$ cat config.mk
export PLATFORM = sky130hd
export DESIGN_NAME = double_ended_queue
export DESIGN_NICKNAME = d
export VERILOG_FILES = /design/src/sv/dq_pkg.sv /design/src/sv/double_ended_queue.sv /design/src/sv/dq_ram.sv /design/src/sv/dq_ctrl.sv /design/src/sv/dq_datapath.sv
export SDC_FILE = /design/constraint.sdc
export NUM_CORES = 1
export LEC_CHECK = 0
export ABC_CLOCK_PERIOD_IN_PS = 8600
export BUFFER_PORTS_ARGS = -buffer_cell sky130_fd_sc_hd__buf_4
export CAP_MARGIN = 20
export CORE_MARGIN = 2
export CORE_UTILIZATION = 50
export DETAILED_ROUTE_END_ITERATION = 6
export PLACE_DENSITY = 0.73
export SLEW_MARGIN = 40
export SYNTH_ARGS = -nofsm -noshare
export SYNTH_HDL_FRONTEND = slang
export SYNTH_SLANG_ARGS = --single-unit
$ cat constraint.sdc
create_clock -name clk -period 8.6 [get_ports clk]
set_clock_uncertainty 0.05 [all_clocks]
set_input_delay 1.29 -clock clk [delete_from_list [all_inputs] [get_ports clk]]
set_output_delay 1.29 -clock clk [all_outputs]
set_load 0.01 [all_outputs]
$ cat src/sv/dq_pkg.sv
package dq_pkg;

    localparam int DEPTH_DEFAULT      = 16;
    localparam int DATA_WIDTH_DEFAULT = 32;

    localparam int ACTION_W    = 3;
    localparam int DATUM_W     = 32;
    localparam int POSITION_W  = 5;
    localparam int VALUE_W     = 32;
    localparam int STATUS_W    = 2;
    localparam int OCCUPANCY_W = 5;

    localparam int S_TDATA_W = 40;
    localparam int M_TDATA_W = 40;

    typedef enum logic [ACTION_W-1:0] {
        ACT_PUSH_FRONT = 3'd0,
        ACT_PUSH_BACK  = 3'd1,
        ACT_POP_FRONT  = 3'd2,
        ACT_POP_BACK   = 3'd3,
        ACT_READ       = 3'd4,
        ACT_WRITE      = 3'd5,
        ACT_CLEAR      = 3'd6
    } action_t;

    typedef enum logic [STATUS_W-1:0] {
        ST_OK    = 2'd0,
        ST_EMPTY = 2'd1,
        ST_RANGE = 2'd2,
        ST_FULL  = 2'd3
    } status_t;

    typedef struct packed {
        logic take;
        logic load;
    } dq_cmd_t;

endpackage

$ cat src/sv/double_ended_queue.sv
// Double-ended queue over a ring buffer of DEPTH entries.
// Slave channel (s_*): one beat is one action: push front or back, pop front
// or back, read or write at a signed position (negative counts from the
// tail), or clear. Master channel (m_*): exactly one result beat per action,
// carrying the popped or read entry (zero otherwise), a status code and the
// occupancy after the action.
// The result is registered: the entry store has a registered read port, so
// the entry is fetched as the action beat is taken and the result register
// is loaded from it in the response state, once any earlier result is taken.
// The controller's accept/respond sequence takes a new action only after the
// last result is loaded. s_tready is high while the controller waits for an
// action, including while a result sits unread.
// Reset: queue empty, front pointer zero, no result pending; entry contents
// are left as they are and never read before being written.
// Receiver stall: the result register holds its beat; one further action can
// be taken, after which s_tready stays low until the held beat is taken.
module double_ended_queue #(
    parameter int DEPTH      = dq_pkg::DEPTH_DEFAULT,
    parameter int DATA_WIDTH = dq_pkg::DATA_WIDTH_DEFAULT
) (
    input  logic                         clk,
    input  logic                         rst_n,
    input  logic                         s_tvalid,
    output logic                         s_tready,
    input  logic [dq_pkg::S_TDATA_W-1:0] s_tdata,  // action[2:0], datum[34:3], position[39:35]
    output logic                         m_tvalid,
    input  logic                         m_tready,
    output logic [dq_pkg::M_TDATA_W-1:0] m_tdata   // value[31:0], status[33:32], occupancy[38:34]
);

    import dq_pkg::*;

    dq_cmd_t                cmd;
    action_t                action;
    logic [DATUM_W-1:0]     datum;
    logic [POSITION_W-1:0]  position;
    logic [VALUE_W-1:0]     value;
    status_t                status;
    logic [OCCUPANCY_W-1:0] occupancy;

    assign action   = action_t'(s_tdata[ACTION_W-1:0]);
    assign datum    = s_tdata[ACTION_W +: DATUM_W];
    assign position = s_tdata[ACTION_W + DATUM_W +: POSITION_W];

    dq_ctrl u_ctrl (
        .clk      (clk),
        .rst_n    (rst_n),
        .s_tvalid (s_tvalid),
        .s_tready (s_tready),
        .m_tvalid (m_tvalid),
        .m_tready (m_tready),
        .cmd      (cmd)
    );

    dq_datapath #(
        .DEPTH      (DEPTH),
        .DATA_WIDTH (DATA_WIDTH)
    ) u_datapath (
        .clk       (clk),
        .rst_n     (rst_n),
        .cmd       (cmd),
        .action    (action),
        .datum     (datum),
        .position  (position),
        .value     (value),
        .status    (status),
        .occupancy (occupancy)
    );

    assign m_tdata = {1'b0, occupancy, status, value};

endmodule

$ cat src/sv/dq_ram.sv
module dq_ram #(
    parameter int WIDTH = 32,
    parameter int DEPTH = 16
) (
    input  logic                     clk,
    input  logic                     we,
    input  logic [$clog2(DEPTH)-1:0] waddr,
    input  logic [WIDTH-1:0]         wdata,
    input  logic                     re,
    input  logic [$clog2(DEPTH)-1:0] raddr,
    output logic [WIDTH-1:0]         rdata
);

    logic [WIDTH-1:0] mem [DEPTH];
    logic [WIDTH-1:0] rdata_reg;

    always_ff @(posedge clk)
    begin
        if (we)
        begin
            mem[waddr] <= wdata;
        end
        if (re)
        begin
            rdata_reg <= mem[raddr];
        end
    end

    assign rdata = rdata_reg;

endmodule

$ cat src/sv/dq_ctrl.sv
module dq_ctrl (
    input  logic            clk,
    input  logic            rst_n,
    input  logic            s_tvalid,
    output logic            s_tready,
    output logic            m_tvalid,
    input  logic            m_tready,
    output dq_pkg::dq_cmd_t cmd
);

    import dq_pkg::*;

    typedef enum logic {
        IDLE,
        RESP
    } state_t;

    state_t state_reg;
    state_t state_next;
    logic   m_tvalid_reg;
    logic   m_tvalid_next;
    logic   load;

    assign s_tready = (state_reg == IDLE);
    assign load     = (state_reg == RESP) && (!m_tvalid_reg || m_tready);

    always_comb
    begin
        state_next    = state_reg;
        m_tvalid_next = m_tvalid_reg && !m_tready;
        unique case (state_reg)
            IDLE:
            begin
                if (s_tvalid)
                begin
                    state_next = RESP;
                end
            end
            RESP:
            begin
                if (load)
                begin
                    state_next    = IDLE;
                    m_tvalid_next = 1'b1;
                end
            end
        endcase
    end

    always_ff @(posedge clk or negedge rst_n)
    begin
        if (!rst_n)
        begin
            state_reg    <= IDLE;
            m_tvalid_reg <= 1'b0;
        end
        else
        begin
            state_reg    <= state_next;
            m_tvalid_reg <= m_tvalid_next;
        end
    end

    assign m_tvalid = m_tvalid_reg;
    assign cmd.take = s_tvalid && s_tready;
    assign cmd.load = load;

    a_load_only_in_resp: assert property (@(posedge clk) disable iff (!rst_n)
        cmd.load |-> (state_reg == RESP))
        else $error("load outside response state");

    a_take_leads_to_resp: assert property (@(posedge clk) disable iff (!rst_n)
        cmd.take |=> (state_reg == RESP))
        else $error("accepted beat did not enter response state");

    a_load_sets_valid: assert property (@(posedge clk) disable iff (!rst_n)
        cmd.load |=> m_tvalid_reg)
        else $error("result load did not raise m_tvalid");

endmodule

$ cat src/sv/dq_datapath.sv
module dq_datapath #(
    parameter int DEPTH      = dq_pkg::DEPTH_DEFAULT,
    parameter int DATA_WIDTH = dq_pkg::DATA_WIDTH_DEFAULT
) (
    input  logic                           clk,
    input  logic                           rst_n,
    input  dq_pkg::dq_cmd_t                cmd,
    input  dq_pkg::action_t                action,
    input  logic [dq_pkg::DATUM_W-1:0]     datum,
    input  logic [dq_pkg::POSITION_W-1:0]  position,
    output logic [dq_pkg::VALUE_W-1:0]     value,
    output dq_pkg::status_t                status,
    output logic [dq_pkg::OCCUPANCY_W-1:0] occupancy
);

    import dq_pkg::*;

    localparam int PW = (DEPTH > 1) ? $clog2(DEPTH) : 1;
    localparam int CW = $clog2(DEPTH + 1);
    localparam int EW = ((CW > 6) ? CW : 6) + 1;

    logic [PW-1:0] front_reg;
    logic [PW-1:0] front_next;
    logic [CW-1:0] count_reg;
    logic [CW-1:0] count_next;

    status_t                pend_status_reg;
    status_t                pend_status_next;
    logic                   pend_read_reg;
    logic                   pend_read_next;
    logic [OCCUPANCY_W-1:0] pend_occ_reg;

    logic [VALUE_W-1:0]     value_reg;
    status_t                status_reg;
    logic [OCCUPANCY_W-1:0] occ_reg;

    logic          full;
    logic          empty;
    logic [PW-1:0] front_inc;
    logic [PW-1:0] front_dec;
    logic [PW-1:0] offset;
    logic [PW:0]   slot_sum;
    logic [PW-1:0] slot;

    logic [5:0]    back6;
    logic [EW-1:0] count_e;
    logic [EW-1:0] back_e;
    logic [EW-1:0] fwd_e;
    logic          in_range;
    logic [EW-1:0] index_e;

    logic                  we;
    logic                  re;
    logic [PW-1:0]         waddr;
    logic [63:0]           datum_wide;
    logic [DATA_WIDTH-1:0] wdata;
    logic [DATA_WIDTH-1:0] rdata;
    logic [63:0]           rdata_wide;

    assign full      = (count_reg == CW'(DEPTH));
    assign empty     = (count_reg == '0);
    assign front_inc = (front_reg == PW'(DEPTH - 1)) ? '0 : front_reg + PW'(1);
    assign front_dec = (front_reg == '0) ? PW'(DEPTH - 1) : front_reg - PW'(1);

    assign back6    = 6'd32 - {1'b0, position};
    assign count_e  = EW'(count_reg);
    assign back_e   = EW'(back6);
    assign fwd_e    = EW'(position[POSITION_W-2:0]);
    assign in_range = position[POSITION_W-1] ? (back_e <= count_e) : (fwd_e < count_e);
    assign index_e  = position[POSITION_W-1] ? (count_e - back_e) : fwd_e;

    always_comb
    begin
        unique case (action)
            ACT_POP_FRONT: offset = '0;
            ACT_PUSH_BACK: offset = count_reg[PW-1:0];
            ACT_POP_BACK:  offset = PW'(count_reg - CW'(1));
            default:       offset = index_e[PW-1:0];
        endcase
    end

    assign slot_sum = {1'b0, front_reg} + {1'b0, offset};
    assign slot     = (slot_sum >= (PW+1)'(DEPTH)) ? PW'(slot_sum - (PW+1)'(DEPTH))
                                                   : slot_sum[PW-1:0];

    always_comb
    begin
        front_next       = front_reg;
        count_next       = count_reg;
        pend_status_next = ST_OK;
        pend_read_next   = 1'b0;
        we               = 1'b0;
        re               = 1'b0;
        waddr            = slot;
        unique case (action)
            ACT_PUSH_FRONT:
            begin
                if (full)
                begin
                    pend_status_next = ST_FULL;
                end
                else
                begin
                    front_next = front_dec;
                    count_next = count_reg + CW'(1);
                    waddr      = front_dec;
                    we         = 1'b1;
                end
            end
            ACT_PUSH_BACK:
            begin
                if (full)
                begin
                    pend_status_next = ST_FULL;
                end
                else
                begin
                    count_next = count_reg + CW'(1);
                    we         = 1'b1;
                end
            end
            ACT_POP_FRONT:
            begin
                if (empty)
                begin
                    pend_status_next = ST_EMPTY;
                end
                else
                begin
                    front_next     = front_inc;
                    count_next     = count_reg - CW'(1);
                    re             = 1'b1;
                    pend_read_next = 1'b1;
                end
            end
            ACT_POP_BACK:
            begin
                if (empty)
                begin
                    pend_status_next = ST_EMPTY;
                end
                else
                begin
                    count_next     = count_reg - CW'(1);
                    re             = 1'b1;
                    pend_read_next = 1'b1;
                end
            end
            ACT_READ:
            begin
                if (in_range)
                begin
                    re             = 1'b1;
                    pend_read_next = 1'b1;
                end
                else
                begin
                    pend_status_next = ST_RANGE;
                end
            end
            ACT_WRITE:
            begin
                if (in_range)
                begin
                    we = 1'b1;
                end
                else
                begin
                    pend_status_next = ST_RANGE;
                end
            end
            ACT_CLEAR:
            begin
                front_next = '0;
                count_next = '0;
            end
            default:
            begin
            end
        endcase
    end

    assign datum_wide = 64'(datum);
    assign wdata      = datum_wide[DATA_WIDTH-1:0];

    dq_ram #(
        .WIDTH (DATA_WIDTH),
        .DEPTH (DEPTH)
    ) u_ram (
        .clk   (clk),
        .we    (cmd.take && we),
        .waddr (waddr),
        .wdata (wdata),
        .re    (cmd.take && re),
        .raddr (slot),
        .rdata (rdata)
    );

    assign rdata_wide = 64'(rdata);

    always_ff @(posedge clk or negedge rst_n)
    begin
        if (!rst_n)
        begin
            front_reg <= '0;
            count_reg <= '0;
        end
        else if (cmd.take)
        begin
            front_reg <= front_next;
            count_reg <= count_next;
        end
    end

    always_ff @(posedge clk)
    begin
        if (cmd.take)
        begin
            pend_status_reg <= pend_status_next;
            pend_read_reg   <= pend_read_next;
            pend_occ_reg    <= OCCUPANCY_W'(count_next);
        end
        if (cmd.load)
        begin
            value_reg  <= pend_read_reg ? rdata_wide[VALUE_W-1:0] : '0;
            status_reg <= pend_status_reg;
            occ_reg    <= pend_occ_reg;
        end
    end

    assign value     = value_reg;
    assign status    = status_reg;
    assign occupancy = occ_reg;

    a_count_bound: assert property (@(posedge clk) disable iff (!rst_n)
        count_reg <= CW'(DEPTH))
        else $error("entry count above depth");

    a_front_bound: assert property (@(posedge clk) disable iff (!rst_n)
        front_reg < PW'(DEPTH - 1) || front_reg == PW'(DEPTH - 1))
        else $error("front pointer outside ring");

    a_full_push_holds: assert property (@(posedge clk) disable iff (!rst_n)
        cmd.take && full && (action == ACT_PUSH_FRONT || action == ACT_PUSH_BACK)
        |=> $stable(count_reg) && $stable(front_reg))
        else $error("push on full queue changed state");

    a_pop_shrinks: assert property (@(posedge clk) disable iff (!rst_n)
        cmd.take && !empty && (action == ACT_POP_FRONT || action == ACT_POP_BACK)
        |=> count_reg == $past(count_reg) - CW'(1))
        else $error("pop did not shrink queue by one");

endmodule

Word-level counts from Yosys, hierarchy flattened
Memories as Yosys holds them, arrays and structs flattened. A register that Yosys moved wholly into a read port is not among the register bits.
Cells that the tools add are included.
Widths: inputs -> output; s select.
- register bits: 58
- bits in writable memories: 512
- input bits: 44
- output and inout bits: 42
- word-level logic and storage cells: 79
- memories kept: 1
- $add $sub $neg: 8
- magnitude comparators: 3
- eq/ne operators: 10
- mux-type cells: 30
- bitwise logic cells: 1
- reductions and logical operators: 16
- memory list (memory ; depth ; width ; rd ports ; clocked after memory_dff ; write ports ; RTL line ; text):
    u_datapath.u_ram.mem ; 16 ; 32 ; 1 ; 1 ; 1 ; dq_ram.sv:14 ; logic [WIDTH-1:0] mem [DEPTH];
- operator list (operator ; count):
    $mux 4 ; 8
    $pmux 4 s3 ; 2
    $pmux 5 s3 ; 1
    $mux 1 ; 11
    $mux 5 ; 2
    $eq 3x3->1 const B ; 3
    $sub 4x1->4 const B ; 2
    $eq 3x2->1 const B ; 2
    $le 6x5->1 ; 1
    $pmux 1 s2 ; 3
    $pmux 2 s3 ; 1
    $reduce_or 2->1 ; 3
    $sub 6x5->6 const A ; 1
    $add 4x4->5 ; 1
    $add 5x1->5 const B ; 1
    $eq 5x5->1 const B ; 1
    $ge 5x5->1 const B ; 1
    $logic_and 1x1->1 ; 5
    $logic_not 5->1 ; 1
    $lt 4x5->1 ; 1
    $sub 5x1->5 const B ; 1
    $add 4x1->4 const B ; 1
    $eq 4x4->1 const B ; 1
    $logic_not 4->1 ; 1
    other kinds (10) ; 13

Longest topological paths before layout
- word-level depth: 9
- depth in mapped cells: 18
- mapped depth without buffers: 15

By module
A second synthesis with hierarchy kept.
- cells, all modules: 1134
- area total of the unflattened synthesis: 23403.7 um2
- by module, submodules not included (module ; instances ; cells each ; area an instance (um2) ; sequential area each (um2)):
    dq_ram ; 1 ; 838 ; 20155.6 ; 16335.7
    dq_datapath ; 1 ; 285 ; 3140.5 ; 1636.6
    dq_ctrl ; 1 ; 9 ; 96.3 ; 50.0
    double_ended_queue ; 1 ; 2 ; 11.3 ; 0.0

Worst setup path before layout
OpenSTA, ideal clock, no wires.
- path type: input to register
- from: in s_tdata[35] (netlist bit)
- to: mem u_datapath.u_ram.mem[1][0], enable pin
- library setup time: 470 ps
- arrival time: 6470 ps
- data required time: 8080 ps
- slack: 1610 ps
- cell stages on the path: 13
- path buffers: 3
- cells stage by stage: inv_1 ha_1 fa_1 nand2_1 o21ai_0 o22ai_1 inv_1 fa_1 clkbuf_1 clkbuf_1 clkbuf_1 a31oi_1 a211oi_1
- cells in the longest elaborated chain, start to end: 9
- elaborated cells between the ends (all ways): 18
- those cells by class: 4 x add/sub; 3 x order compare; 10 x mux; 1 x reduce/logical
- ends and longest elaborated chain (element ; RTL line ; text):
    start, declared ; double_ended_queue.sv:25 ; input logic [dq_pkg::S_TDATA_W-1:0] s_tdata,
    $sub 6x5->6 ; dq_datapath.sv:65 ; assign back6 = 6'd32 - {1'b0, position};
    $sub 4x4->4 ; dq_datapath.sv:70 ; assign index_e = position[POSITION_W-1] ? (count_e - back_e) : fwd_e;
    $mux 4 ; dq_datapath.sv:70 ;
    $pmux 4 s3 ; dq_datapath.sv:74 ; unique case (action)
    $add 4x4->5 ; dq_datapath.sv:82 ; assign slot_sum = {1'b0, front_reg} + {1'b0, offset};
    $sub 4x1->4 or $ge 5x5->1 (tied branches) ; dq_datapath.sv:83 ; assign slot = (slot_sum >= (PW+1)'(DEPTH)) ? PW'(slot_sum - (PW+1)'(DEPTH))
    $mux 4 ; dq_datapath.sv:83 ;
    $mux 4 ; dq_datapath.sv:98 ; if (full)
    $mux 4 ; dq_datapath.sv:95 ; unique case (action)
    end, declared ; dq_ram.sv:14 ;
Parallel ways exist; a longest one is shown, timed or not.

Worst setup path after layout
- from: in s_tdata[35] (netlist bit)
- to: reg u_datapath.u_ram.rdata_reg[24] (netlist: u_datapath.u_ram.rdata[24]) (read register of u_datapath.u_ram.mem) (data pin)
- cells in the longest elaborated chain, start to end: 7
- elaborated cells between the ends (all ways): 14
- those cells by class: 4 x add/sub; 3 x order compare; 6 x mux; 1 x reduce/logical
- ends and longest elaborated chain (element ; RTL line ; text):
    $sub 6x5->6 ; dq_datapath.sv:65 ;
    $sub 4x4->4 ; dq_datapath.sv:70 ;
    $mux 4 ; dq_datapath.sv:70 ;
    $pmux 4 s3 ; dq_datapath.sv:74 ;
    $add 4x4->5 ; dq_datapath.sv:82 ;
    $sub 4x1->4 or $ge 5x5->1 (tied branches) ; dq_datapath.sv:83 ;
    $mux 4 ; dq_datapath.sv:83 ;
    end, declared ; dq_ram.sv:15 ; logic [WIDTH-1:0] rdata_reg;
Parallel ways exist; a longest one is shown, timed or not.
A chain may end at the register's enable or synchronous reset.

==> impl_metrics.ini <==
[critical_path]
r2r_cells = 14
startpoint_type = input port
rr_startpoint = u_datapath.count_reg[0]$_DFFE_PN0P_
path_max_fanout = 51
ff2ff_setup_slack_ps = 2890
r2r_end = u_datapath.u_ram.rdata[24]$_DFFE_PP_
critical_path_required_ps = 8900
arrival_ps = 6120
cp-end-kind = flip-flop
critical_path_class = in -> reg

[route]
via_count = 12100
routedWlPerCell_um = 25.0
first_pass_iters = 6
routed_wl_um = 50400
drt.antenna.violating_nets = 0
viasPerCell = 6.00
drt_first_iter_violations = 1248
drc = 0

[floorplanning]
initial_core_util_pct = 50.5
die_area_um2 = 49900
boundaryPins = 86
coreArea_um2 = 47600
num_rows = 80
die_x_um = 223
die_h_um = 223

[yosys]
netlist_instances = 1249
ys_seq_elements = 602
async_flop_share_pct = 1.83
syn_area_um2 = 24100
synth_ff_type = edfxtp_1
ys_seq_area_share_pct = 74.8
syn_nets = 1314
avgSynthCellArea_um2 = 19.3
synth-edff-count = 591
synth_cell_types = 59
yosysWarningCount = 0

[sta]
period_minus_slack_ps = 5810
fin_crit_sh_pct = 67.6
max_freq_ghz = 0.172
hold_viol_final = 0
finalMaxSlewViolations = 0
fin_setup_tns_ps = 0
max_slew_margin_pct = 47.6
setup_ws_ps = 2790
rsz0062_at_grt = no
tightestPinTransition_ps = 787
setup_viol = 0

[cells_and_area]
post-route-util_pct = 57.6
layout_common_cells = 591 x edfxtp_1, 128 x mux4_2, 112 x buf_4
drive_gt1_share_pct = 27.8
syn2layout_area_growth_pct = 14.0
largest_register_ffs = 512
fin_nets = 1420
final-instance-count-excl-fill = 2015
layout_commonest_cell = edfxtp_1
multi_input_area_um2 = 5910
ff_latch_area_um2 = 18000
fillers = 3510

[run_status]
status = complete, no violations

[pwr]
p_per_area_nw_per_um2 = 369
p_leak_nw = 8.97
irDropWorstVdd_mv = 0.330
fin_total_pwr_w = 0.0101

[clock_tree]
clock-sinks = 602
cts_resized = 0
clk_path_buf_depth = 3
cts.clk_slew.worst_paths_ps = 60
root_buffer = clkbuf_16
numCtsBuffers = 56
clkLatencyLatePin_ps = 620
cts_tree = yes
post-cts-setup-buffers = 0
cts_hold_buf = 0
cts-htree-levels = 2

[grt]
grt_pass1_vias = 12200
grt_first_pass_wirelength_um = 76700
grt_antenna_before_repair = 0
grt.overflow.total = 0
grt_max_degree = 78
grtUsageTotal_pct = 20.7

[hold_path]
hold_path.class = reg -> reg
worstHoldStart = u_datapath.pend_occ_reg[4]$_DFFE_PP_
min_path_cells = 0
holdPathEnd = u_datapath.occupancy[4]$_DFFE_PP_

[placed_design]
place.gp.congestion = 0.885
dp_hpwl_um = 28500
place_ws_ps = 2190
io_buffers = 84
placed_cells = 1912

[job]
drv_cap = 0
[power breakdown]
group | switching (W) | internal, W | leakage (nW)
Clock | 0.00105 | 0.00129 | 0.838
Combinational | 0.00242 | 0.00176 | 2.64
Sequential | 0.0000911 | 0.00354 | 5.49
Total | 0.00356 | 0.00658 | 8.97
[layout make-up]
| cell class | count | share of cell area (%) |
|---|---|---|
| diodes | 1 | 0.00911 |
| clock buffers | 65 | 5.23 |
| clock inverters | 37 | 1.05 |
| inverters | 20 | 0.273 |
| multi-input cells | 556 | 21.5 |
| flip-flops and latches | 602 | 65.6 |
| well taps | 615 | 2.80 |
| repair buffers | 119 | 3.47 |
[metrics by stage]
stage	hold WS (ps)	instance area, um2
after floorplan	350	24100
after global placement	356	25600
after detailed placement	355	25700
after CTS	369	27500
after global routing	380	27500
final	368	27500
[how the worst max path moves through the flow]
| stage | startpoint | end | slack (ps) | cells after the start |
|---|---|---|---|---|
| final | s_tdata[35] | u_datapath.u_ram.rdata[24]$_DFFE_PP_ | 2790 | 15 |
| after detailed placement | s_tdata[35] | u_datapath.u_ram.rdata[24]$_DFFE_PP_ | 2190 | 15 |
| after global routing | s_tdata[35] | u_datapath.u_ram.rdata[24]$_DFFE_PP_ | 2540 | 15 |
| after floorplan | s_tdata[35] | u_datapath.u_ram.mem[1][0]$_DFFE_PP_ | 1610 | 13 |
| after CTS | s_tdata[35] | u_datapath.u_ram.rdata[24]$_DFFE_PP_ | 2800 | 15 |
| after global placement | s_tdata[35] | u_datapath.u_ram.rdata[24]$_DFFE_PP_ | 2190 | 15 |
[cell usage after synthesis, drive strengths merged, types with 6 or more instances]
library cell,instances,area (um2)
a211oi,17,128
a21o,36,270
a21oi,18,93.8
a31oi,7,43.8
and2,34,213
buf,34,226
clkbuf,37,139
dfrtp,11,275
edfxtp,591,17700
ha,19,238
inv,19,71.3
mux2,6,67.6
mux4,128,2880
nand2,85,319
nand2b,8,50.1
nand3,104,621
nor2,17,63.8
nor3,6,30.0
o21ai,11,55.1
xnor2,8,70.1
[worst max-delay path: stages]
cell and delay (ps):
buf_4 90, inv_1 60, ha_1 340, fa_1 450
nand2_1 80, o21ai_0 90, o22ai_1 230, inv_1 90
fa_4 1140, buf_4 710, buf_4 750, mux4_2 430
nand2_1 90, a21o_1 130, nand3_1 90
[cell families (layout without fill, tap and decap cells)]
| family | count (synthesis) | after routing | share of synthesized area, % |
|---|---|---|---|
| XOR/XNOR | 11 | 11 | 0.400 |
| AO/OA/AOI/OAI | 123 | 123 | 3.73 |
| AND/OR/NAND/NOR | 265 | 265 | 5.73 |
| adder cells (fa/ha/maj) | 21 | 21 | 1.15 |
| buffers and inverters | 91 | 241 | 1.83 |
| flip-flops | 602 | 602 | 74.8 |
| other | 1 | 2 | 0.0156 |
| multiplexers | 135 | 135 | 12.3 |
[layer usage]
metal / global-route usage, % / vias up / wire length [um]
li1: - / 5239 / -
met1: 29.7 / 6340 / 21600
met2: 32.6 / 440 / 24300
met3: 4.78 / 65 / 3560
met4: 4.65 / 0 / 939
met5: 0 / - / 0
(Power assumes the default switching activity.)
